===== config.mk =====
export PLATFORM = sky130hd
export DESIGN_NAME = sgdlr_ram
export DESIGN_NICKNAME = d
export VERILOG_FILES = /design/src/sgdlr_ram.sv
export SDC_FILE = /design/constraint.sdc
export NUM_CORES = 1
export LEC_CHECK = 0
export BUFFER_PORTS_ARGS = -buffer_cell sky130_fd_sc_hd__buf_2
export CORE_MARGIN = 1.5
export CORE_UTILIZATION = 40
export DETAILED_ROUTE_END_ITERATION = 10
export PLACE_DENSITY = 0.64
export RECOVER_POWER = 50
export REMOVE_ABC_BUFFERS = 1
export SLEW_MARGIN = 10
export SYNTH_ARGS = -nofsm -noshare
export SYNTH_HDL_FRONTEND = slang
export SYNTH_SLANG_ARGS = --single-unit
export TNS_END_PERCENT = 30

===== constraint.sdc =====
create_clock -name clock -period 13.47 [get_ports clock]
set_input_delay 1.347 -clock clock [delete_from_list [all_inputs] [get_ports clock]]
set_output_delay 1.347 -clock clock [all_outputs]
set_load 0.01 [all_outputs]

===== src/sgdlr_ram.sv =====
`default_nettype none
// ----------------------------------------------------------------------------
// sgdlr_ram
// Generic single-write, single-read RAM with registered read data.
// ----------------------------------------------------------------------------
module sgdlr_ram #(
   parameter int WIDTH = 64,
   parameter int DEPTH = 8
) (
   input  wire logic                     clock,
   input  wire logic                     we,
   input  wire logic [$clog2(DEPTH)-1:0] waddr,
   input  wire logic [WIDTH-1:0]         wdata,
   input  wire logic [$clog2(DEPTH)-1:0] raddr,
   output logic      [WIDTH-1:0]         rdata
);

   logic [WIDTH-1:0] mem_ff [DEPTH];

   always_ff @(posedge clock) begin
      if (we) begin
         mem_ff[waddr] <= wdata;
      end
      rdata <= mem_ff[raddr];
   end

endmodule
`default_nettype wire


After elaboration in Yosys (flattened, before gate mapping)
Memories as Yosys holds them, arrays and structs flattened. A register that Yosys moved wholly into a read port is not among the register bits.
Cells that the tools add are included.
- flip-flop bits (word level): 0
- memory bits (writable): 512
- bits of input ports: 72
- output and inout port bits: 64
- word-level logic and storage cells: 3
- memories: 1
- memories (memory ; words ; width ; read ports ; clocked after Yosys merged registers in ; wr ports ; line ; RTL):
    mem_ff ; 8 ; 64 ; 1 ; 1 ; 1 ; 18 ; logic [WIDTH-1:0] mem_ff [DEPTH];
- mux-type cells: 2
- operators with widths (cell ; number):
    1-bit 2-to-1 mux ; 2

Longest topological paths before layout
- depth after elaboration: 2
- mapped depth: 4
- gate-level depth less buffers: 2

Worst setup path after synthesis
Ideal clock, no wire load.
- path type: input to register
- start: in waddr[2]
- end: mem mem_ff[0][0] (enable)
- setup time: 565 ps
- arrival: 5877 ps
- data required time: 12905 ps
- path slack: 7027 ps
- cell stages on the path: 2
- path buffers: 0
- path through: nand2b_1 > nor3_1
- RTL lines (item ; line ; RTL):
    from (decl) ; 12 ; input wire logic [$clog2(DEPTH)-1:0] waddr,
    to (decl) ; 18 ;
Straight into the memory's write port.

Final worst setup path
- start: in waddr[1]
- end: mem mem_ff[6][43] (enable)
Straight into the memory's write port.

==> metrics.yaml <==
crit_path_max_incr_delay_ns: 1.46
p_leak_nw: 7.57
cp-start-kind: "input pin"
rsz0062_at_grt: "false"
slew_violations: 57
drive_above_1_share_pct: 34.8
run_status: "finished, violations left"
netlist.top_cell.by_area: "edfxtp_1"
yosysWarnings: 0
clockPowerShare_pct: 40.2
die_height_um: 230
crit_slowest_cell: "nor2_1"
fin_skew_ns: 0.0205
drc: 0
cts_tree: "yes"
numCtsBuffers: 55
post_cts_resized: 0
core_um2: 50400
finalCritPeriodShare_pct: 28.7
via_count: 8605
clock_latency_ns: 0.58
die_w_um: 230
nets: 1058
gp_congestion: 0.680
htree_levels: 2
grt_pass1_wl_um: 58000
min_to: "rdata[52]"
syn2layout_area_growth_pct: 15.2
finalCriticalPeriod_ns: 3.87
syn_inst: 816
fin_cells: 1707
dp_hpwl_um: 20000
startpoint: "waddr[1]"
grt-ovfl-total: 0
synth_area_leaders: "edfxtp_1, mux4_2, dfxtp_1"
root_buffer: "clkbuf_16"
critPathKind: "in2reg"
required_ns: 13.67
seq_power_share_pct: 54.8
total_switching_power_mw: 0.754
crit_family: "simple AND/OR/NAND/NOR gates"
holdPathStages: 2
num-fill-cells: 4097
final_cell_mix: "edfxtp_1, mux4_2, clkbuf_1, buf_2"
reg2reg_from: "mem_ff[7][56]"
regArea_um2: 16700
timing.fmax_mhz: 259
layout_commonest_cell: "edfxtp_1"
cts_sinks: 576
hold_violations: 0
synth_seq_cells: 576
first_pass_iters: 7
grt_pass1_vias: 9325
path_cells: "clkbuf_1 > nand2b_1 > nor2_1 > buf_4"
worstReg2RegEnd: "rdata[56]"
hold_start: "mem_ff[5][52]"
ios: 136
rows: 82
dp.cells: 1601
worstMarginPinSlew_ns: 1.97
drt_iter0_markers: 679
ir_worst_vdd_mv: 0.110
placed_area_um2: 22000
power.internal_mw: 2.96
power_frac_comb_pct: 5.0
synth_area_um2: 20500
totalWireLength_um: 38600
violations: "capacitance limit, slew limit"
swShare_pct: 20.3
die_area_um2: 52700
cp.buffers_inverters: 2
relSlewSlack_pct: -31.6
multi_input_area_um2: 3690
clkTransAtPathRegs_ns: 0.06
post-cts-setup-buffers: 0
syn_avg_cell_area_um2: 25.2
rrSetupSlack_ns: 12.22
cts_buffer_depth: 3
maxCapViolCount: 3
start_util_pct: 40.8
finalSetupTns_ns: 0
worstPathArrival_ns: 4.06
antenna_found_initial: 6
cp_max_fo: 48
hold_buffers: 0
grt_max_degree: 77
portBuffers: 135
reg2reg_depth: 2
ys_seq_area_share_pct: 81.1
vias_per_cell: 5.04
hp-class: "reg2reg"
powerDensity_nw_per_um2: 157
drtAntennaViolNets: 0
synth_top_cell_area_share_pct: 74.8
wl_per_cell_um: 22.6
design_area_um2: 23700
fin_util_pct: 47.0
setup_viol: 0
synth.distinct_cells: 13
grt_usage_pct: 14.8
worstSetupEndpointType: "flop"
[power groups by stage]
stage          logic (mW)  registers [mW]  clock network, mW
2_1_floorplan      0.0845            2.08                  0
3_3_place_gp        0.190            2.07                  0
3_5_place_dp        0.194            2.08                  0
4_1_cts             0.195            2.04               1.53
5_1_grt             0.201            2.04               1.59
6_report            0.185            2.04               1.49
[how the worst max path moves through the flow]
stage | endpoint | cells after the start
finish | mem_ff[6][43] | 4
global route | mem_ff[6][59] | 4
CTS | rdata[61] | 4
detailed placement | rdata[32] | 4
global placement | rdata[17] | 4
floorplan | mem_ff[0][0] | 2
[through the flow]
step	hold slack [ns]	worst slack [ns]	total power, mW
2_1_floorplan	0.656	7.03	2.17
3_3_place_gp	0.661	9.38	2.26
3_5_place_dp	0.669	9.35	2.27
4_1_cts	0.663	9.96	3.76
5_1_grt	0.681	9.40	3.84
6_report	0.670	9.60	3.72
[flip-flops by register name, summed over array words and instances (netlist names)]
register / cells
mem_ff: 512
rdata: 64
[routing by layer]
| layer | routed length (um) | vias up | part of all wire, % | track usage, % |
|---|---|---|---|---|
| met4 | 748 | 8 | 1.9 | 4.56 |
| li1 | - | 3794 | - | - |
| met5 | 36 | - | 0.093 | 0 |
| met1 | 15900 | 4550 | 41 | 18.6 |
| met2 | 20000 | 188 | 52 | 25.8 |
| met3 | 1830 | 65 | 4.7 | 3.01 |
[cells by family (layout without fill, tap and decap cells)]
family / Yosys count / after routing / share of synthesized area (%)
buffers and inverters: 35 / 252 / 1.11
flip-flops: 576 / 576 / 81.1
multiplexers: 192 / 192 / 17.5
other: 0 / 2 / 0
AND/OR/NAND/NOR: 13 / 13 / 0.286
[Yosys cell counts (all sizes together)]
| cell | n |
|---|---|
| clkbuf | 9 |
| nor2 | 6 |
| nand2 | 2 |
| mux2 | 64 |
| buf | 26 |
| edfxtp | 512 |
| nand2b | 3 |
| mux4 | 128 |
| nor3 | 2 |
| dfxtp | 64 |
[worst register-to-register path: cells and delay by family, from the launching register on]
family	cells	cell delay [ns]
muxes	2	0.77
DFF	1	0.37
[cell type report]
type | count | share of cell area, %
diodes | 2 | 0.0211
multi-input cells | 205 | 15.6
well taps | 672 | 3.55
repair buffers | 148 | 2.99
flip-flops and latches | 576 | 70.3
clock buffers | 74 | 6.50
clock inverters | 30 | 1.01
Note: power is estimated with default switching activity, not from simulation.
