<file path="src/sgdlr_pkg.sv">
`default_nettype none
// ----------------------------------------------------------------------------
// sgdlr_pkg
// Shared types, constants and helpers for the fixed-point SGD trainer.
// ----------------------------------------------------------------------------
package sgdlr_pkg;

   localparam int WORD_BITS    = 64;
   localparam int HALF_BITS    = WORD_BITS / 2;
   localparam int MAX_FEATURES = 8;
   localparam int IDX_BITS     = $clog2(MAX_FEATURES);
   localparam int CNT_BITS     = $clog2(MAX_FEATURES + 1);
   localparam int FG_DEPTH     = 2 * MAX_FEATURES;
   localparam int SHIFT_BITS   = 6;
   localparam int BATCH_BITS   = 8;
   localparam int FCOUNT_BITS  = 4;
   localparam int CSR_ADDR_BITS = 4;
   localparam int CSR_DATA_BITS = 32;

   localparam logic [SHIFT_BITS-1:0]  FRAC_RESET   = 6'd18;
   localparam logic [SHIFT_BITS-1:0]  RATE_RESET   = 6'd7;
   localparam logic [BATCH_BITS-1:0]  BATCH_RESET  = 8'd2;
   localparam logic [FCOUNT_BITS-1:0] FCOUNT_RESET = 4'd5;

   typedef enum logic [1:0] {
      KIND_LOAD    = 2'd0,
      KIND_FEATURE = 2'd1,
      KIND_LABEL   = 2'd2,
      KIND_READ    = 2'd3
   } kind_type;

   typedef enum logic [1:0] {
      REG_FRAC   = 2'd0,
      REG_RATE   = 2'd1,
      REG_BATCH  = 2'd2,
      REG_FCOUNT = 2'd3
   } reg_type;

   typedef enum logic [3:0] {
      ST_IDLE,
      ST_RDW,
      ST_FMS,
      ST_FMW,
      ST_LRES,
      ST_LRDF,
      ST_LRDG,
      ST_LMS,
      ST_LMW,
      ST_URD,
      ST_UT1,
      ST_UT2,
      ST_UWR,
      ST_FIN
   } state_type;

   typedef struct packed {
      logic [SHIFT_BITS-1:0]  frac_bits;
      logic [SHIFT_BITS-1:0]  rate_shift;
      logic [BATCH_BITS-1:0]  batch_size;
      logic [FCOUNT_BITS-1:0] feature_count;
   } cfg_type;

   // Divide by 2^s toward zero: shift the magnitude, restore the sign.
   function automatic logic [WORD_BITS-1:0] trunc_shift(
      input logic [WORD_BITS-1:0]  a,
      input logic [SHIFT_BITS-1:0] s
   );
      logic [WORD_BITS-1:0] mag;
      logic [WORD_BITS-1:0] sh;
      mag = a[WORD_BITS-1] ? (~a + WORD_BITS'(1)) : a;
      sh  = mag >> s;
      return a[WORD_BITS-1] ? (~sh + WORD_BITS'(1)) : sh;
   endfunction

endpackage
`default_nettype wire

</file>
<file path="src/sgdlr_mul.sv">
`default_nettype none
// ----------------------------------------------------------------------------
// sgdlr_mul
// Iterative low-word multiplier: three 32x32 partial products.
// ----------------------------------------------------------------------------
module sgdlr_mul (
   input  wire logic                              clock,
   input  wire logic                              reset,
   input  wire logic                              start,
   input  wire logic [sgdlr_pkg::WORD_BITS-1:0]   a,
   input  wire logic [sgdlr_pkg::WORD_BITS-1:0]   b,
   output logic                                   done,
   output logic      [sgdlr_pkg::WORD_BITS-1:0]   prod
);

   localparam int W = sgdlr_pkg::WORD_BITS;
   localparam int H = sgdlr_pkg::HALF_BITS;

   logic         busy_ff, busy_in;
   logic [1:0]   cnt_ff;
   logic [W-1:0] a_ff, b_ff, part_ff, acc_ff;
   logic [H-1:0] op_x, op_y;
   logic [W-1:0] part_shifted;

   assign part_shifted = {part_ff[H-1:0], {H{1'b0}}};

   always_comb begin
      unique case (cnt_ff)
         2'd0: begin op_x = a_ff[H-1:0]; op_y = b_ff[H-1:0]; end
         2'd1: begin op_x = a_ff[H-1:0]; op_y = b_ff[W-1:H]; end
         2'd2: begin op_x = a_ff[W-1:H]; op_y = b_ff[H-1:0]; end
         2'd3: begin op_x = '0;          op_y = '0;          end
      endcase
   end

   assign done    = busy_ff && (cnt_ff == 2'd3);
   assign prod    = acc_ff + part_shifted;
   assign busy_in = start ? 1'b1 : (done ? 1'b0 : busy_ff);

   always_ff @(posedge clock) begin
      if (reset) begin
         busy_ff <= 1'b0;
         cnt_ff  <= 2'd0;
      end else begin
         busy_ff <= busy_in;
         if (start) begin
            cnt_ff <= 2'd0;
         end else if (busy_ff) begin
            cnt_ff <= cnt_ff + 2'd1;
         end
      end
   end

   always_ff @(posedge clock) begin
      if (start) begin
         a_ff <= a;
         b_ff <= b;
      end
      part_ff <= W'(op_x) * W'(op_y);
      if (cnt_ff == 2'd1) begin
         acc_ff <= part_ff;
      end else if (cnt_ff == 2'd2) begin
         acc_ff <= acc_ff + part_shifted;
      end
   end

endmodule
`default_nettype wire

</file>
<file path="config.mk">
export PLATFORM = sky130hd
export DESIGN_NAME = sgdlr_mul
export DESIGN_NICKNAME = d
export VERILOG_FILES = /design/src/sgdlr_pkg.sv /design/src/sgdlr_mul.sv
export SDC_FILE = /design/constraint.sdc
export NUM_CORES = 2
export LEC_CHECK = 0
export BUFFER_PORTS_ARGS = -buffer_cell sky130_fd_sc_hd__clkbuf_2
export CORE_ASPECT_RATIO = 1.5
export CORE_MARGIN = 4
export CORE_UTILIZATION = 48
export DETAILED_ROUTE_END_ITERATION = 6
export PLACE_DENSITY_LB_ADDON = 0.3
export SKIP_CTS_REPAIR_TIMING = 1
export SLEW_MARGIN = 10
export SYNTH_ARGS = -nofsm -noshare
export SYNTH_HDL_FRONTEND = slang
export SYNTH_SLANG_ARGS = --single-unit
export TNS_END_PERCENT = 1
</file>
<file path="constraint.sdc">
create_clock -name clock -period 13.25 [get_ports clock]
set_clock_uncertainty 0.15 [all_clocks]
set_input_delay 2.65 -clock clock [delete_from_list [all_inputs] [get_ports clock]]
set_output_delay 2.65 -clock clock [all_outputs]
set_load 0.05 [all_outputs]
</file>
Yosys cells after proc, flatten, opt, wreduce, memory -nomap -nowiden
Index checks and enable logic that the tools add are counted.
{"block": "classes", "reduce_logical": 7, "multipliers": 1, "n_eq_ne": 3, "add_sub_neg": 2, "n_mux": 6}
{"operator": "32-bit case mux with 3 select lines", "count": 2}
{"operator": "64-bit 2-to-1 mux", "count": 2}
{"operator": "64-bit adder", "count": 1}
{"operator": "32-bit by 32-bit multiplier with 64-bit output", "count": 1}
{"operator": "2-bit OR reduction", "count": 3}
{"operator": "2-bit equality test (second input constant)", "count": 2}
{"operator": "2-bit nonzero test", "count": 2}
{"operator": "2-bit by 1-bit adder with 2-bit output (second input constant)", "count": 1}
{"operator": "2-bit by 1-bit equality test with 1-bit output (second input constant)", "count": 1}
{"operator": "2-bit logical NOT", "count": 1}
{"operator": "1-bit 2-to-1 mux", "count": 2}
{"operator": "1-bit logical AND", "count": 1}
{"block": "totals", "out_inout_bits": 65, "in_bits": 131, "regBits": 259}

Depth between registers and ports, before layout
{"block": "logic_depth", "ltp_word": 4, "depth_mapped": 37}

Least setup slack after synthesis
OpenSTA, ideal clock, no wires.
{"block": "synth_path", "path_type": "flip-flop to flip-flop", "startpoint": "reg cnt_ff[0]", "endpoint": "reg part_ff[56]", "path_buffers": 6, "setup_slack_ns": 4.117, "t_arrival_ns": 8.856, "path_stages_with_launch": 33, "setup_time_ns": 0.127, "path_cell_list": "dfxtp_1 -> ha_1 -> clkbuf_1 -> clkbuf_1 -> buf_1 -> a22o_1 -> clkbuf_1 -> nand2_1 -> fa_1 -> inv_1 -> fa_1 -> inv_1 -> fa_1 -> inv_1 -> fa_1 -> fa_1 -> fa_1 -> fa_1 -> inv_1 -> fa_1 -> inv_1 -> ha_1 -> buf_2 -> and3_1 -> buf_2 -> or4b_1 -> nor2_1 -> and3_1 -> a22o_1 -> o41ai_2 -> o21bai_1 -> a21oi_1 -> xnor2_1"}
{"block": "synth_between", "elab_chain_cells": 4, "elab_cells_between_ends": 9, "cone_classes": "mul: 1; eq/ne: 3; mux: 2; reduce/logical: 3"}
{"item": "from (decl)", "line_no": "sgdlr_mul.sv:20", "source": "logic [1:0] cnt_ff;"}
{"item": "from (signal assigned)", "line_no": "sgdlr_mul.sv:49", "source": "cnt_ff <= cnt_ff + 2'd1;"}
{"item": "2-bit by 1-bit equality test with 1-bit output, or another cell as far along", "line_no": "sgdlr_mul.sv:28", "source": "unique case (cnt_ff)"}
{"item": "2-bit OR reduction (no source line)"}
{"item": "32-bit case mux with 3 select lines", "line_no": "sgdlr_mul.sv:28"}
{"item": "32-bit by 32-bit multiplier with 64-bit output *", "line_no": "sgdlr_mul.sv:59", "source": "part_ff <= W'(op_x) * W'(op_y);"}
{"item": "to (signal assigned)", "line_no": "sgdlr_mul.sv:59"}
{"item": "to (decl)", "line_no": "sgdlr_mul.sv:21", "source": "logic [W-1:0] a_ff, b_ff, part_ff, acc_ff;"}
Every way passes the cells marked *; elsewhere a longest branch is shown, timed or not.
A chain may end at the register's enable or synchronous reset.

Worst setup path after layout
Ends and elaborated chain as after synthesis.

==> flow_summary_export.csv <==
group,metric,value,unit
status,status,"finished with violations",
status,violations,"design-rule violations",
synthesis,ys_types,67,
floorplan,die_area,94100,um2
global_routing,grt_usage,0.311,
cells_and_area,multiInputGateArea,31100,um2
floorplan,die_w,252,um
critical_path,critical_path_class,"flip-flop to flip-flop",
cts,cts.clk_slew.worst_paths,0.06,ns
sta,rsz0062_at_grt,"false",
detailed_routing,wl_per_cell,25.2,um
cells_and_area,drive_gt1_frac,0.0846,
detailed_routing,first_pass_iters,7,
synthesis,syn-num-nets,5879,
sta,hold_viol_final,0,
global_routing,antenna_found_initial,4,
cells_and_area,regArea,7110,um2
critical_path,cp.arrival,10.64,ns
global_routing,grt_pass1_wl,217000,um
cts,cts_tree,"yes",
critical_path,cpPeakStageDelay,1.00,ns
synthesis,ys_async_sr_fraction,0,
synthesis,ys_warn_count,0,
critical_path,cp_common_cell,"fa_1",
cells_and_area,final_util,0.520,
sta,period_share,0.780,
detailed_routing,wirelength,146000,um
sta,layout_min_cycle_time,10.33,ns
synthesis,ys.flop_type,"edfxtp_1",
place,gp_congestion,1.04,
place,dp_slack,3.06,ns
sta,layout_setup_ws,2.92,ns
place,io_buffers,195,
cells_and_area,fin_area,45800,um2
cells_and_area,fin_nets,5938,
cells_and_area,areaGrowthSynthToFinish,6.97,%
critical_path,end_kind,"flip-flop",
cts,cts_buffers,26,
synthesis,synthCells,4553,
critical_path,critPathLaunchType,"flip-flop",
detailed_routing,vias_per_cell,5.69,
sta,maxSlewHeadroom,0.151,
floorplan,io_pins,196,
global_routing,grt_max_degree,84,
cts,cts.path.max_buffers,3,
synthesis,synth_edf_count,192,
sta,tightestPinTransition,1.27,ns
critical_path,critical-path-slowest-cell,"a22o_1",
detailed_routing,drcViolationCount,1,
floorplan,die_h,374,um
floorplan,core,88000,um2
worst_hold_path,hold_path.class,"flip-flop to flip-flop",
global_routing,grt.overflow.total,0,
cts,insertion_delay,0.59,ns
detailed_routing,num_vias,32900,
cells_and_area,num-fill-cells,8050,
synthesis,syn-mean-instance-area,9.40,um2
cts,cts.sinks,259,
sta,setup_tns,0,ns
place,hpwl,115000,um
sta,fmax,0.0968,GHz
sta,setup_viol,0,
floorplan,rows,133,
global_routing,grt_pass1_vias,35500,
synthesis,synth-seq-cells,259,
synthesis,synth_seq_area_share,0.166,
detailed_routing,dr.first_iter.drc_count,2798,
sta,drv_slew,0,
detailed_routing,postRouteAntennaNets,0,
critical_path,path_max_fanout,37,
synthesis,syn_area,42800,um2
place,place_area,44900,um2
cts,htree_levels,1,
critical_path,cp.required,13.56,ns
floorplan,initial_core_util,0.486,
run,cap_violations,0,
cts,ctsRootBufferMaster,"clkbuf_16",
## cell families after synthesis
kind of cell | Yosys count | synth area share
AOI/OAI and AO/OA | 421 | 0.0659
xor gates and xnor gates | 95 | 0.0194
adders and majority gates | 1195 | 0.507
buffers and inverters | 1202 | 0.109
DFF | 259 | 0.166
muxes | 21 | 0.00550
and+or+nand+nor | 1360 | 0.128
## per-stage QoR
stage,hold slack (ns),cells
floorplan,0.321,4553
global placement,0.331,5731
detailed placement,0.334,5731
CTS,0.336,5779
global route,0.356,5780
finish,0.335,5781
## final timing paths
path                                  start     endpoint  slack (ns)  cells after the start
worst min-delay path            part_ff[61]   acc_ff[61]        0.33                      2
worst min register to register  part_ff[61]   acc_ff[61]        0.33                      2
worst max register to register    cnt_ff[0]  part_ff[56]        2.92                     29
worst max-delay path              cnt_ff[0]  part_ff[56]        2.92                     29
## routing by layer
metal	wire length, um	global-route usage	vias to the layer above
met5	52	0	-
met3	13100	0.0657	677
met4	15200	0.234	4
met2	70200	0.524	1906
met1	47200	0.343	16400
li1	-	-	13900
## placed cells by master (no fill, tap or decap), types with 5 or more instances in the layout
cell,count
edfxtp_1,192
nor2b_1,10
nor2_1,529
o21ai_1,32
o21ai_0,48
a22oi_2,5
and3_1,9
o21ai_2,9
nand2_1,673
a21oi_1,98
mux2_2,20
and2_1,36
nor3_1,11
a21o_1,42
o21a_1,35
ha_1,295
o21bai_1,12
xor2_1,35
nand4_1,24
inv_1,942
a31oi_1,16
a211oi_1,7
buf_4,96
dfxtp_1,67
clkbuf_16,28
fa_1,897
a22o_1,35
o211ai_1,7
nor4_1,6
nand3_1,20
xnor2_1,60
a22oi_1,31
nand2b_1,32
clkbuf_2,194
## cell type report
cell class / instances / area share
repair buffers: 290 / 0.0369
multi-input cells: 3092 / 0.680
inverters: 943 / 0.0773
clock inverters: 13 / 0.00227
well taps: 1147 / 0.0313
diodes: 2 / 0.000109
clock buffers: 35 / 0.0165
flip-flops and latches: 259 / 0.155
## sequential cells by signal, summed over array words and instances, names as in the netlist
name,flops
b_ff,64
busy_ff,1
a_ff,64
cnt_ff,2
part_ff,64
acc_ff,64
## critical path, delay by kind of cell, from the launching register on
kind,cells,cell delay [ns]
xor+xnor,1,0.13
flops,1,0.50
simple gates,6,2.18
buf+inv,7,0.71
fa+ha+maj,10,4.82
compound gates,5,1.67
## cell usage after synthesis (7+ instances only)
library cell	instances	area share
o21a_1	35	0.0061
a31oi_1	16	0.0023
a211oi_1	7	0.0012
buf_4	33	0.0058
buf_2	7	0.00082
xor2_1	35	0.0072
nor2_1	530	0.046
fa_1	897	0.42
and3_1	9	0.0013
ha_1	298	0.087
buf_1	8	0.00070
nand2b_1	32	0.0047
a22o_1	37	0.0076
edfxtp_1	192	0.13
o211ai_1	7	0.0012
xnor2_1	60	0.012
mux2_2	20	0.0053
o21ai_1	30	0.0035
nor2b_1	10	0.0015
a21o_1	42	0.0074
a22oi_1	36	0.0063
clkbuf_1	211	0.019
inv_1	942	0.083
nor3_1	11	0.0013
nand3_1	20	0.0023
o21bai_1	12	0.0021
a21oi_1	98	0.011
nand4_1	24	0.0035
o21ai_0	60	0.0070
and2_1	36	0.0053
dfxtp_1	67	0.031
nand2_1	673	0.059
Power is left out: the tool's default activity adds up to more than one toggle a clock period on the data nets, which glitch-free logic cannot reach.
