===== config.mk =====
export PLATFORM = sky130hd
export DESIGN_NAME = sgdlr_csr
export DESIGN_NICKNAME = d
export VERILOG_FILES = /design/src/sgdlr_pkg.sv /design/src/sgdlr_csr.sv
export SDC_FILE = /design/constraint.sdc
export NUM_CORES = 1
export LEC_CHECK = 0
export BUFFER_PORTS_ARGS = -buffer_cell sky130_fd_sc_hd__buf_4
export CORE_MARGIN = 2
export CORE_UTILIZATION = 25
export DETAILED_ROUTE_END_ITERATION = 6
export GPL_TIMING_DRIVEN = 0
export HOLD_SLACK_MARGIN = 0.05
export RECOVER_POWER = 25
export SLEW_MARGIN = 10
export SYNTH_ARGS = -nofsm -noshare
export SYNTH_HDL_FRONTEND = slang
export SYNTH_SLANG_ARGS = --single-unit

===== constraint.sdc =====
create_clock -name clock -period 2.5 [get_ports clock]
set_clock_uncertainty 0.05 [all_clocks]
set_input_delay 0.5 -clock clock [delete_from_list [all_inputs] [get_ports clock]]
set_output_delay 0.5 -clock clock [all_outputs]
set_load 0.01 [all_outputs]

===== src/sgdlr_pkg.sv =====
`default_nettype none
// ----------------------------------------------------------------------------
// sgdlr_pkg
// Shared types, constants and helpers for the fixed-point SGD trainer.
// ----------------------------------------------------------------------------
package sgdlr_pkg;

   localparam int WORD_BITS    = 64;
   localparam int HALF_BITS    = WORD_BITS / 2;
   localparam int MAX_FEATURES = 8;
   localparam int IDX_BITS     = $clog2(MAX_FEATURES);
   localparam int CNT_BITS     = $clog2(MAX_FEATURES + 1);
   localparam int FG_DEPTH     = 2 * MAX_FEATURES;
   localparam int SHIFT_BITS   = 6;
   localparam int BATCH_BITS   = 8;
   localparam int FCOUNT_BITS  = 4;
   localparam int CSR_ADDR_BITS = 4;
   localparam int CSR_DATA_BITS = 32;

   localparam logic [SHIFT_BITS-1:0]  FRAC_RESET   = 6'd18;
   localparam logic [SHIFT_BITS-1:0]  RATE_RESET   = 6'd7;
   localparam logic [BATCH_BITS-1:0]  BATCH_RESET  = 8'd2;
   localparam logic [FCOUNT_BITS-1:0] FCOUNT_RESET = 4'd5;

   typedef enum logic [1:0] {
      KIND_LOAD    = 2'd0,
      KIND_FEATURE = 2'd1,
      KIND_LABEL   = 2'd2,
      KIND_READ    = 2'd3
   } kind_type;

   typedef enum logic [1:0] {
      REG_FRAC   = 2'd0,
      REG_RATE   = 2'd1,
      REG_BATCH  = 2'd2,
      REG_FCOUNT = 2'd3
   } reg_type;

   typedef enum logic [3:0] {
      ST_IDLE,
      ST_RDW,
      ST_FMS,
      ST_FMW,
      ST_LRES,
      ST_LRDF,
      ST_LRDG,
      ST_LMS,
      ST_LMW,
      ST_URD,
      ST_UT1,
      ST_UT2,
      ST_UWR,
      ST_FIN
   } state_type;

   typedef struct packed {
      logic [SHIFT_BITS-1:0]  frac_bits;
      logic [SHIFT_BITS-1:0]  rate_shift;
      logic [BATCH_BITS-1:0]  batch_size;
      logic [FCOUNT_BITS-1:0] feature_count;
   } cfg_type;

   // Divide by 2^s toward zero: shift the magnitude, restore the sign.
   function automatic logic [WORD_BITS-1:0] trunc_shift(
      input logic [WORD_BITS-1:0]  a,
      input logic [SHIFT_BITS-1:0] s
   );
      logic [WORD_BITS-1:0] mag;
      logic [WORD_BITS-1:0] sh;
      mag = a[WORD_BITS-1] ? (~a + WORD_BITS'(1)) : a;
      sh  = mag >> s;
      return a[WORD_BITS-1] ? (~sh + WORD_BITS'(1)) : sh;
   endfunction

endpackage
`default_nettype wire


===== src/sgdlr_csr.sv =====
`default_nettype none
// ----------------------------------------------------------------------------
// sgdlr_csr
// APB register file for the trainer configuration.
// ----------------------------------------------------------------------------
module sgdlr_csr (
   input  wire logic                                  clock,
   input  wire logic                                  reset,
   input  wire logic                                  psel,
   input  wire logic                                  penable,
   input  wire logic                                  pwrite,
   input  wire logic [sgdlr_pkg::CSR_ADDR_BITS-1:0]   paddr,
   input  wire logic [sgdlr_pkg::CSR_DATA_BITS-1:0]   pwdata,
   output logic      [sgdlr_pkg::CSR_DATA_BITS-1:0]   prdata,
   output logic                                       pready,
   output sgdlr_pkg::cfg_type                         cfg
);

   sgdlr_pkg::cfg_type cfg_ff, cfg_in;
   sgdlr_pkg::reg_type sel;
   logic               wr;

   assign sel    = sgdlr_pkg::reg_type'(paddr[3:2]);
   assign wr     = psel && penable && pwrite;
   assign pready = 1'b1;
   assign cfg    = cfg_ff;

   always_comb begin
      cfg_in = cfg_ff;
      prdata = '0;
      unique case (sel)
         sgdlr_pkg::REG_FRAC: begin
            prdata = sgdlr_pkg::CSR_DATA_BITS'(cfg_ff.frac_bits);
            if (wr) cfg_in.frac_bits = pwdata[sgdlr_pkg::SHIFT_BITS-1:0];
         end
         sgdlr_pkg::REG_RATE: begin
            prdata = sgdlr_pkg::CSR_DATA_BITS'(cfg_ff.rate_shift);
            if (wr) cfg_in.rate_shift = pwdata[sgdlr_pkg::SHIFT_BITS-1:0];
         end
         sgdlr_pkg::REG_BATCH: begin
            prdata = sgdlr_pkg::CSR_DATA_BITS'(cfg_ff.batch_size);
            if (wr) cfg_in.batch_size = pwdata[sgdlr_pkg::BATCH_BITS-1:0];
         end
         sgdlr_pkg::REG_FCOUNT: begin
            prdata = sgdlr_pkg::CSR_DATA_BITS'(cfg_ff.feature_count);
            if (wr) cfg_in.feature_count = pwdata[sgdlr_pkg::FCOUNT_BITS-1:0];
         end
      endcase
   end

   always_ff @(posedge clock) begin
      if (reset) begin
         cfg_ff.frac_bits     <= sgdlr_pkg::FRAC_RESET;
         cfg_ff.rate_shift    <= sgdlr_pkg::RATE_RESET;
         cfg_ff.batch_size    <= sgdlr_pkg::BATCH_RESET;
         cfg_ff.feature_count <= sgdlr_pkg::FCOUNT_RESET;
      end else begin
         cfg_ff <= cfg_in;
      end
   end

endmodule
`default_nettype wire


## After elaboration in Yosys (flattened, before gate mapping)

Cells that the tools add are included.
Widths: inputs -> output; s select.

- Input port bits: 41
- Output and inout bits: 57
- Register bits: 24
- Word-level logic and storage cells: 15

- Muxes and demuxes: 1
- Equal/unequal tests: 3
- Reduce and logical (&&, ||, !) cells: 7

Operators with widths:

| cell | number |
|---|---|
| $pmux 32 s4 | 1 |
| $reduce_and 2->1 | 4 |
| $eq 2x2->1 const B | 2 |
| $eq 2x1->1 const B | 1 |
| $logic_and 1x1->1 | 2 |
| $logic_not 2->1 | 1 |

## Longest topological paths before layout

Gate-level depths: netlist (run 1).

- Depth in word-level cells: 3
- Depth in mapped cells: 6
- Depth with buffers taken out: 3

## Worst setup path after synthesis (run 1)

No wires, ideal clock.

- Path type: input to output
- From: input port paddr[3] in the netlist's numbering
- To: output port prdata[0] in the netlist's numbering
- Required time: 1,950 ps
- Stages: 2
- Arrival: 1,176 ps
- Slack: 774 ps
- Buffers on the path: 1
- Cell sequence: buf_4 mux4_2

- Cells in the longest elaborated chain, start to end: 2
- Elaborated cells between the ends (all ways): 5
- Classes of those cells: 3 x eq/ne; 1 x mux; 1 x reduce/logical

Ends and longest elaborated chain:

| what | RTL line | RTL |
|---|---|---|
| from (decl) | sgdlr_csr.sv:12 | `input wire logic [sgdlr_pkg::CSR_ADDR_BITS-1:0] paddr,` |
| $eq 2x2->1, or another cell as far along | sgdlr_csr.sv:31 | `unique case (sel)` |
| $pmux 32 s4 * | sgdlr_csr.sv:31 |  |
| to (decl) | sgdlr_csr.sv:14 | `output logic [sgdlr_pkg::CSR_DATA_BITS-1:0] prdata,` |

Mark *: on every way between the ends. The rest lies on a longest branch, timed or not. The select of a mux whose other input is x is not followed.

## Worst setup path in the final report (run 1)

- From: input port paddr[2] in the netlist's numbering
- To: output port prdata[6] in the netlist's numbering

Same word-level chain as after synthesis.

==> results.txt, run 1 <==
The final max-slew violation count is 0. The leftover overflow at the end of global routing is 0. The sequential cell fraction of total power came out at 0.450.

The leakage power figure came out at 0.914 nW. The peak fanout along the critical path came out at 10. Once the clock tree was built, the resizer swapped 0 gates to a different size. The net switching component of the power came out at 0.196 mW. The die covers around 6000 sq um. The clock input transition at the sequential cells of the worst setup and hold paths came out at 0.08 ns. The quantity of hold-fixing buffers added after cts is 0.

In this run the most used layer during global routing was met2. The slowest stage cell on the critical path is sky130_fd_sc_hd__clkbuf_1. In this run the core area contains 26 standard-cell rows. Entering global routing, the biggest net connects 15 pins. The count of endpoints failing setup in the final report came out at 0. The global routing usage on met1 came out at 0.130. Dividing the final minimum period by the clock period gives 0.836. The clock tree from TritonCTS is done. Traced cell by cell, the critical path runs through clkbuf_1 > nor2b_1 > buf_2 > and2_1 > buf_4. The worst setup path is of the input port to output pin kind.

For this run, global-route usage on met3 was measured as 0.0165. The worst setup path is launched from an input port. The register bit total from synthesis came out at 24. The register area share after synthesis came out at 0.358.

The worst path needs between 2 and 2.5 ns of the cycle, external delays included. Max-cap violations in this run came to 0. The wire length of the first global-routing pass came out at 4.85 mm. The synthesized area per cell came out at ~9.7 sq um.

Ranked by instance count, the synthesized netlist is headed by sky130_fd_sc_hd__buf_4 (27), sky130_fd_sc_hd__dfxtp_1 (24), sky130_fd_sc_hd__mux2i_1 (24), sky130_fd_sc_hd__nand2b_1 (20), sky130_fd_sc_hd__nor2_1 (12). The peak supply drop is 0.228 mV. The number of buffers inserted to repair setup after CTS came out at 0. The routability-driven placement congestion ratio is approximately 0.67. The count of endpoints failing hold in the final timing report came out at 0. The area of all sequential standard cells came out at 480 sq um.

Static timing analysis puts the maximum clock frequency at 0.478 GHz. The root buffer cell chosen for the clock tree is sky130_fd_sc_hd__clkbuf_8. The x dimension of the die came out at 77.3 um.

The number of nets with antenna violations after routing came out at 0. The internal power summed over all cells came out at 0.672 mW. The starting DRC count in detailed routing came out at 24. The flow ran to the end, and the final reports show no timing, DRC or antenna violations.

The diode insertion count for antenna repair came out at 0. The final-layout setup total negative slack came out at 0 ns. The post-route non-filler standard cell count came out at 280.

The largest single stage delay on the critical path is 0.45 ns. The clock drives 24 sinks. The final route contains 1069 vias.

In this run the tightest slew margin relative to its limit is 0.598. The HPWL after detailed placement came out at approximately 2.4 mm. The detailed-route wire length per cell came out at 11.1 um. The mapped netlist covers 1340 sq um. In this run the number of H-tree levels came out at 1.

The number of I/O pins came out at 98. The critical path required time came out at 1.95 ns. The number of filler cells placed in the layout came out at between 500 and 600. The met2 layer usage reported by global route came out at 0.177. The die height came out at 77.3 um. Ranked by total cell area, the synthesized netlist is headed by sky130_fd_sc_hd__dfxtp_1 (36%), sky130_fd_sc_hd__mux2i_1 (18%), sky130_fd_sc_hd__buf_4 (15%).

The distinct cell type count after synthesis is 20. The final routed DRC violation total came out at 0. The part of the power in combinational logic came out at 0.154. The starting density of the core is 0.261. The worst setup path is captured at an output pin. Among all cell types in the netlist, the one instantiated most often is sky130_fd_sc_hd__buf_4. Setup repair after global routing left no endpoint under its margin. The area occupied by multi-input gates came out at 706 sq um. The number of buffers added on ports is 44.

The instance count of the mapped netlist came out at 139. The fraction of layout cells with a size suffix above 1 came out at 0.343. In the synthesized netlist the dominant register cell turns out to be sky130_fd_sc_hd__dfxtp_1. The cell taking the most area after synthesis is sky130_fd_sc_hd__dfxtp_1. The clock power share is 0.395. In this run the worst hold path is classified as input port to flip-flop. For the pin with the worst max-slew slack, the measured transition is between 0.6 and 0.7 ns. The initial antenna violation count is 0. The data arrival at the endpoint of the critical path is 1.54 ns. The clock insertion delay at the later pin of the skew report is 0.27 ns. The relative area change from synthesis to final layout came out at 39.4%. The register with the most flip-flops in the layout has 24 of them. The number of flops mapped to enable cells by yosys is 0. The proportion of synthesized flip-flops having asynchronous set or reset came out at 0. The largest buffer count on any clock path is 2. Of the total power, the share spent switching nets is 0.226. Counting tap cells, the placed design contains a total of roughly 280 instances. The yosys synthesis warning count came out at 0. The area of the placeable core is 5140 sq um.

The overall routing resource usage is 0.102. The final-stage net count came out at ~250. The via count of the first global-routing pass is 956.

Counting the buffers created by CTS gives 3. The total length of routed wires is 3.11 mm. The total power per unit cell area is around 460 nW/um^2.

Dividing the detail-routed via count by the number of cells gives approximately 3.8. The area share of the largest cell type after synthesis came out at 0.358. The count of TritonRoute iterations in the first routing pass is 4.
## power groups by stage
| stage | logic [mW] | registers (mW) | clock network (mW) |
|---|---|---|---|
| floorplan | 0.0913 | 0.401 | 0 |
| global placement | 0.136 | 0.400 | 0 |
| detailed placement | 0.136 | 0.400 | 0 |
| CTS | 0.137 | 0.391 | 0.346 |
| global route | 0.146 | 0.392 | 0.363 |
| finish | 0.134 | 0.391 | 0.343 |
## final cells by class
cell class | count | share of cell area
Sequential cell | 24 | 0.257
Clock buffer | 3 | 0.0220
Multi-Input combinational cell | 103 | 0.377
Buffer | 35 | 0.130
Clock inverter | 1 | 0.0160
Tap cell | 70 | 0.0468
Timing Repair Buffer | 44 | 0.152
## logic make-up after synthesis
group,count (synthesis),share of synthesized area
DFF,24,0.358
buffers and inverters,35,0.182
muxes,28,0.246
other,2,0.00559
and+or+nand+nor,44,0.180
AOI/OAI and AO/OA,6,0.0298
## worst max-delay path, delay by kind of cell
family,cells,cell delay [ns]
buffers and inverters,3,0.78
and+or+nand+nor,2,0.26
## metrics by stage
stage / total power [mW] / hold slack [ns] / setup WS (ns) / instance area (sq um) / utilization
global placement: 0.536 / 0.433 / 0.570 / 1850 / 0.360
detailed placement: 0.536 / 0.437 / 0.583 / 1850 / 0.360
floorplan: 0.493 / 0.452 / 0.774 / 1430 / -
finish: 0.868 / 0.438 / 0.410 / 1870 / 0.364
CTS: 0.874 / 0.439 / 0.579 / 1920 / 0.373
global route: 0.902 / 0.444 / 0.266 / 1870 / 0.364
## routing by layer
metal | part of all wire | vias to the layer above
met5 | 0 | -
met4 | 0.010 | 0
met3 | 0.055 | 6
met2 | 0.49 | 37
met1 | 0.44 | 476
li1 | - | 550
## final timing paths
path,endpoint,from,cells after the start,slack [ns]
setup / recovery,prdata[6],paddr[2],5,0.41
hold reg to reg,cfg[4]$_SDFFE_PP0P_,cfg[4]$_SDFFE_PP0P_,2,0.44
setup reg to reg,cfg[11]$_SDFFE_PP0P_,cfg[11]$_SDFFE_PP0P_,2,1.70
hold / removal,cfg[10]$_SDFFE_PP0P_,pwdata[6],3,0.44
## cells in the final DEF, fill, tap and decap left out
master	count
sky130_fd_sc_hd__clkbuf_1	17
sky130_fd_sc_hd__conb_1	25
sky130_fd_sc_hd__mux2i_1	24
sky130_fd_sc_hd__clkbuf_8	3
sky130_fd_sc_hd__dfxtp_1	24
sky130_fd_sc_hd__nor2b_1	1
sky130_fd_sc_hd__bufinv_16	1
sky130_fd_sc_hd__buf_4	59
sky130_fd_sc_hd__and3_1	2
sky130_fd_sc_hd__and2_1	3
sky130_fd_sc_hd__nand2b_1	20
sky130_fd_sc_hd__or3b_1	1
sky130_fd_sc_hd__nand2_1	2
sky130_fd_sc_hd__nand3_1	2
sky130_fd_sc_hd__mux4_2	4
sky130_fd_sc_hd__nor2_1	12
sky130_fd_sc_hd__a21oi_1	2
sky130_fd_sc_hd__buf_6	1
sky130_fd_sc_hd__o21ai_0	2
sky130_fd_sc_hd__nand3b_1	1
sky130_fd_sc_hd__a21bo_2	2
sky130_fd_sc_hd__buf_2	2
No activity file was read; power rests on OpenSTA's default activity.
==> run 2: changes to the inputs <==
Clock period 2.5 ns to 2.05 ns, I/O delays scaled along.
==> results.txt, run 2 (synthesis gave the netlist of run 1 again) <==
Post-CTS repair changed the size of 0 cells. The number of filler cells placed in the layout is between 500 and 600. The detailed-route wire length per cell is 11.1 um. In this design, the critical path's most frequently occurring cell is sky130_fd_sc_hd__buf_4.

STA puts the critical path data arrival time at 1.27 ns. The final layout contains routed wiring with a total length of 3.10 mm. The clock input transition at the sequential cells of the worst setup and hold paths came out at 0.08 ns. From bottom edge to top edge, the die measures 77.3 um. Cell internal power was estimated by the tool at about 0.8 mW. The via count of the first global-routing pass is ~960. The largest single stage delay on the critical path is 0.53 ns. The total power per unit cell area is 565 nW/um^2. The register with the most flip-flops in the layout has 24 of them. The x dimension of the die came out at 77.3 um.

The clock sink total came out at 24. The net switching component of the power came out at approximately 0.24 mW. The pin count of the biggest net entering global routing is 15. The number of hold buffers added after CTS was 0.

The slowest stage cell on the critical path is sky130_fd_sc_hd__mux4_2. The count of endpoints failing hold in the final timing report came out at 0. The final-stage net count is roughly 250. For this configuration, the core starts out at a cell density of 0.261.

The vias after detailed routing is approximately 1100. Setup repair after global routing left no endpoint under its margin. The leakage power figure is 0.916 nW. The HPWL after detailed placement is ~2.4 mm. The number of buffers created by CTS came out at 3. The core occupancy in the finished layout came out at 0.365. After detailed routing, the number of vias per cell comes to 3.82.

The clock power share is 0.395. The leftover overflow at the end of global routing came out at 0. From synthesis to final layout, the design area changed by 39.5%. The number of buffers added on ports is 44. The die area came out at 5980 sq um.

The startpoint type of the worst setup path is an input port. The area of all sequential standard cells came out at 480 sq um. The overall routing resource usage came out at 0.102.

The clock reaches the later pin of the worst-skew pair after about 0.27 ns. The count of TritonRoute iterations in the first routing pass is 4. The clock passes through at most 2 buffers. In the finished design, the share of the clock period the worst path needs comes to 0.845. The library cell used most frequently in the layout, excluding fill and tap cells, is sky130_fd_sc_hd__buf_4. The final max-slew violation count came out at 0. The shortest period the worst path allows came out at 1.73 ns.

Pin placement for this block handled about 100 I/O pins. The wire length of the first global-routing pass is 4.85 mm. The diode insertion count for antenna repair is 0. Setup violations remaining at the end of the flow were counted as 0. The critical path required time is 1.59 ns.

Traced cell by cell, the critical path runs through buf_4 > mux4_2 > buf_4. The sequential cell fraction of total power is 0.450. The area occupied by multi-input gates is 706 sq um.

In this run the worst hold path is classified as input port to flip-flop. The flow ran to the end, and the final reports show no timing, DRC or antenna violations. The number of nets with antenna violations after routing came out at 0. The floorplan has 26 rows. The routability-driven placement congestion ratio is 0.670. The switching fraction of total power came out at 0.226. The number of buffers inserted to repair setup after CTS is 0. The peak supply drop came out at between 0.2 and 0.3 mV. The final routed DRC violation total came out at 0. The clock root buffer master is sky130_fd_sc_hd__clkbuf_8. The peak clock frequency supported by timing came out at 0.577 GHz. In the layout the commonest cells are sky130_fd_sc_hd__buf_4 (59), sky130_fd_sc_hd__conb_1 (25), sky130_fd_sc_hd__mux2i_1 (24), sky130_fd_sc_hd__dfxtp_1 (24), sky130_fd_sc_hd__nand2b_1 (20).

Across the run, the number of max-cap violations was 0. Of the cells placed in the final design, the portion with a size suffix greater than 1 is 0.348. The initial antenna violation count is 0.

The type of the worst setup path is input port to output pin. The final-layout setup total negative slack came out at 0 ns. The starting DRC count in detailed routing is 25.

The part of the power in combinational logic is 0.155. The maximum level of the CTS H-tree is 1. The clock tree from TritonCTS is done. The peak fanout along the critical path is 10. The critical path capture point type is an output pin. The core region is slightly above 5000 sq um.
## run 2: changes by cell type in the layout (fill, tap and decap cells not counted)
cell and change:
sky130_fd_sc_hd__buf_2 +1, sky130_fd_sc_hd__clkbuf_1 -1
## run 2: stage by stage
| step | total power [mW] | area, sq um | std cells | setup WS (ns) | hold WS [ns] |
|---|---|---|---|---|---|
| floorplan | 0.601 | 1430 | 162 | 0.504 | 0.452 |
| global placement | 0.654 | 1850 | 276 | 0.300 | 0.433 |
| detailed placement | 0.654 | 1850 | 276 | 0.313 | 0.437 |
| CTS | 1.07 | 1920 | 280 | 0.309 | 0.349 |
| global route | 1.10 | 1870 | 280 | 0.258 | 0.354 |
| finish | 1.06 | 1870 | 280 | 0.317 | 0.348 |
## run 2: power by group through the flow
stage	combinational [mW]	clock (mW)	sequential, mW
floorplan	0.111	0	0.490
global route	0.179	0.443	0.478
global placement	0.166	0	0.488
finish	0.164	0.419	0.477
CTS	0.167	0.422	0.477
detailed placement	0.166	0	0.488
## run 2: per-layer routing
layer  track usage  up-vias  wire length [um]
met5             0        -                 0
met4        0.0321        0                32
met3        0.0165        6               172
met2         0.177       37              1520
met1         0.130      476              1380
li1              -      550                 -
## run 2: cell type report
type | instances | share of cell area
Clock inverter | 1 | 0.0160
Tap cell | 70 | 0.0467
Timing Repair Buffer | 44 | 0.152
Buffer | 35 | 0.130
Multi-Input combinational cell | 103 | 0.377
Sequential cell | 24 | 0.256
Clock buffer | 3 | 0.0220
## run 2: path summary, 6_finish.rpt
kind / endpoint / cells past startpoint / slack (ns) / start
setup / recovery: prdata[2] / 3 / 0.32 / paddr[3]
hold reg to reg: cfg[4]$_SDFFE_PP0P_ / 2 / 0.44 / cfg[4]$_SDFFE_PP0P_
hold / removal: cfg[10]$_SDFFE_PP0P_ / 3 / 0.35 / pwdata[6]
setup reg to reg: cfg[11]$_SDFFE_PP0P_ / 2 / 1.25 / cfg[11]$_SDFFE_PP0P_
## run 2: worst max-delay path, delay by kind of cell
family                 cells  cell delay [ns]
muxes                      1             0.53
buffers and inverters      2             0.33
==> run 3: changes to the inputs <==
Clock period 2.05 ns to 1.6 ns, I/O delays scaled along.
==> results.txt, run 3 (synthesis gave the netlist of run 1 again) <==
The register with the most flip-flops in the layout has 24 of them. In this run, CTS created clock tree buffers numbering 3. The via count of the first global-routing pass is 982. The switching fraction of total power came out at 0.228.

By startpoint and endpoint, the worst setup path is classified as flip-flop to output pin. The share of the clock period used by the worst path after layout came out at 0.994. The largest buffer count on any clock path came out at 2. The die height is 77.3 um. The routability-driven placement congestion ratio came out at 0.670. Summed over all layers, the global routing overflow is 0.

STA puts the critical path data required time at 1.23 ns. After detailed routing, the average wire length per cell comes to 11.0 um. The floorplan step defined a die boundary enclosing 5980 sq um.

The part of the power in combinational logic is 0.162. The flow ran to the end, and the final reports show no timing, DRC or antenna violations. The clock insertion delay at the later pin of the skew report is 0.27 ns. The overall routing resource usage is 0.104. After routing the design area is 2030 sq um. The number of vias per cell after detailed routing came out at 3.82. Setup repair after global routing could not meet its margin everywhere. The die is 77.3 um wide. The startpoint type of the worst setup path is a flip-flop. Entering global routing, the biggest net connects 15 pins. The initial antenna violation count came to 0. For this design the top-level I/O count stands at between 90 and 100. The final routed DRC violation total is 0.

The first TritonRoute pass finished after 4 iterations. The initialized floorplan defines 26 standard-cell rows. The peak clock frequency supported by timing is 0.629 GHz.

The total length of routed wires came out at ~3.2 mm. The share of total power dissipated in sequential elements is 0.444. Detailed placement finished with a half-perimeter wire length of 2.42 mm. Counting I/O delays and the setup requirement, the final critical path takes approximately 1.6 ns. The path class of the tightest hold or removal check is input port to flip-flop.

The clock power share is 0.394. The most common cell after layout, fill and taps aside is sky130_fd_sc_hd__buf_4. The pre-CTS setup slack is 0.0427 ns. The starting density of the core came out at 0.261. The number of filler cells placed in the layout is 538. The final-stage net count is 262. The starting DRC count in detailed routing came out at 25. The largest single stage delay on the critical path is 0.48 ns. The number of nets with antenna violations after routing is 0. The area occupied by multi-input gates is a little over 700 sq um. The placed instance area came out at 1850 sq um. In the final layout, the share of cells above drive strength 1 is 0.500. The total power per unit cell area is 677 nW/um^2. The number of buffers added on ports is 44. Across all setup checks in the final design, the least slack found is 0.00981 ns. The area of the placeable core came out at 5140 sq um. The minimum setup slack among reg-to-reg paths came out at 0.79 ns. The net switching component of the power is 0.314 mW. The critical path capture point type is an output pin. The number of antenna diodes in the final layout is 0. In the final timing run, aggregate negative setup slack is 0 ns. The signal on the critical path passes through mux4_2 > buf_6.

For this design, the sink count on the clock tree is 24. After clock tree synthesis, the clock-pin slew on the worst setup and hold paths is ~0.090 ns. The tightest hold path in the finished design has a slack of 0.255 ns. The largest individual stage delay along the critical path comes from the cell sky130_fd_sc_hd__mux4_2. The count of endpoints failing setup in the final report is 0. The core occupancy in the finished layout is 0.395. The peak fanout along the critical path came out at 2.

The final max-slew violation count is 0. The wire length of the first global-routing pass is a little under 5 mm. Registers take approximately 500 sq um. The library cells used most frequently in the layout, excluding fill and tap cells, are sky130_fd_sc_hd__buf_4 (77), sky130_fd_sc_hd__conb_1 (25), sky130_fd_sc_hd__mux2i_1 (24). The routed layout has ~1100 vias. Cell internal power was estimated by the tool at 1.06 mW. The tree is rooted in a sky130_fd_sc_hd__clkbuf_8. The maximum level of the CTS H-tree came out at 1. The leakage power figure is 1.01 nW. The data arrival at the endpoint of the critical path came out at 1.22 ns. The relative area change from synthesis to final layout is 51.1%. The worst-case IR drop observed on VDD is between 0.4 and 0.5 mV. Max-cap violations in this run came to 0. TritonCTS built the clock tree. The count of endpoints failing hold in the final timing report is 0.
run 3: cell count changes in the layout (fill, tap and decap cells not counted), sizes merged:
cell    delta
buf       +21
clkbuf    -11
run 3: through the flow:
| step | cells | power (mW) |
|---|---|---|
| floorplan | 162 | 0.770 |
| global placement | 276 | 0.838 |
| detailed placement | 276 | 0.838 |
| CTS | 285 | 1.37 |
| global route | 290 | 1.42 |
| finish | 290 | 1.38 |
run 3: worst max-delay path, delay by kind of cell (launching register included):
kind | cells | cell delay (ns)
flops | 1 | 0.33
mux | 1 | 0.48
buf+inv | 1 | 0.14
run 3: repair_timing:
action                                  CTS  global route
buffers inserted                          5             5
gates cloned                              0             0
hold buffers                              0             0
endpoints found under the setup margin    4             5
gates resized for setup                   7            14
run 3: power groups by stage:
stage	clock network, mW	logic [mW]	registers (mW)
floorplan	0	0.143	0.627
global placement	0	0.213	0.625
detailed placement	0	0.213	0.625
CTS	0.541	0.218	0.611
global route	0.569	0.243	0.612
finish	0.542	0.223	0.610
run 3: layout make-up:
class | instances | share of cell area
multi-input cells | 103 | 0.348
flip-flops and latches | 24 | 0.246
repair buffers | 54 | 0.207
plain buffers | 35 | 0.121
well taps | 70 | 0.0431
clock buffers | 3 | 0.0203
clock inverters | 1 | 0.0148
run 3: worst paths after layout:
path	from	endpoint	cells past startpoint
setup / recovery	cfg[2]$_SDFFE_PP1P_	prdata[2]	2
hold / removal	pwdata[6]	cfg[10]$_SDFFE_PP0P_	3
setup reg to reg	cfg[14]$_SDFFE_PP1P_	cfg[14]$_SDFFE_PP1P_	3
hold reg to reg	cfg[4]$_SDFFE_PP0P_	cfg[4]$_SDFFE_PP0P_	2
run 3: layer usage:
| layer | part of all wire | GRT usage |
|---|---|---|
| met1 | 0.45 | 0.135 |
| met2 | 0.49 | 0.178 |
| met3 | 0.056 | 0.0165 |
| met4 | 0.010 | 0.0321 |
| met5 | 0 | 0 |
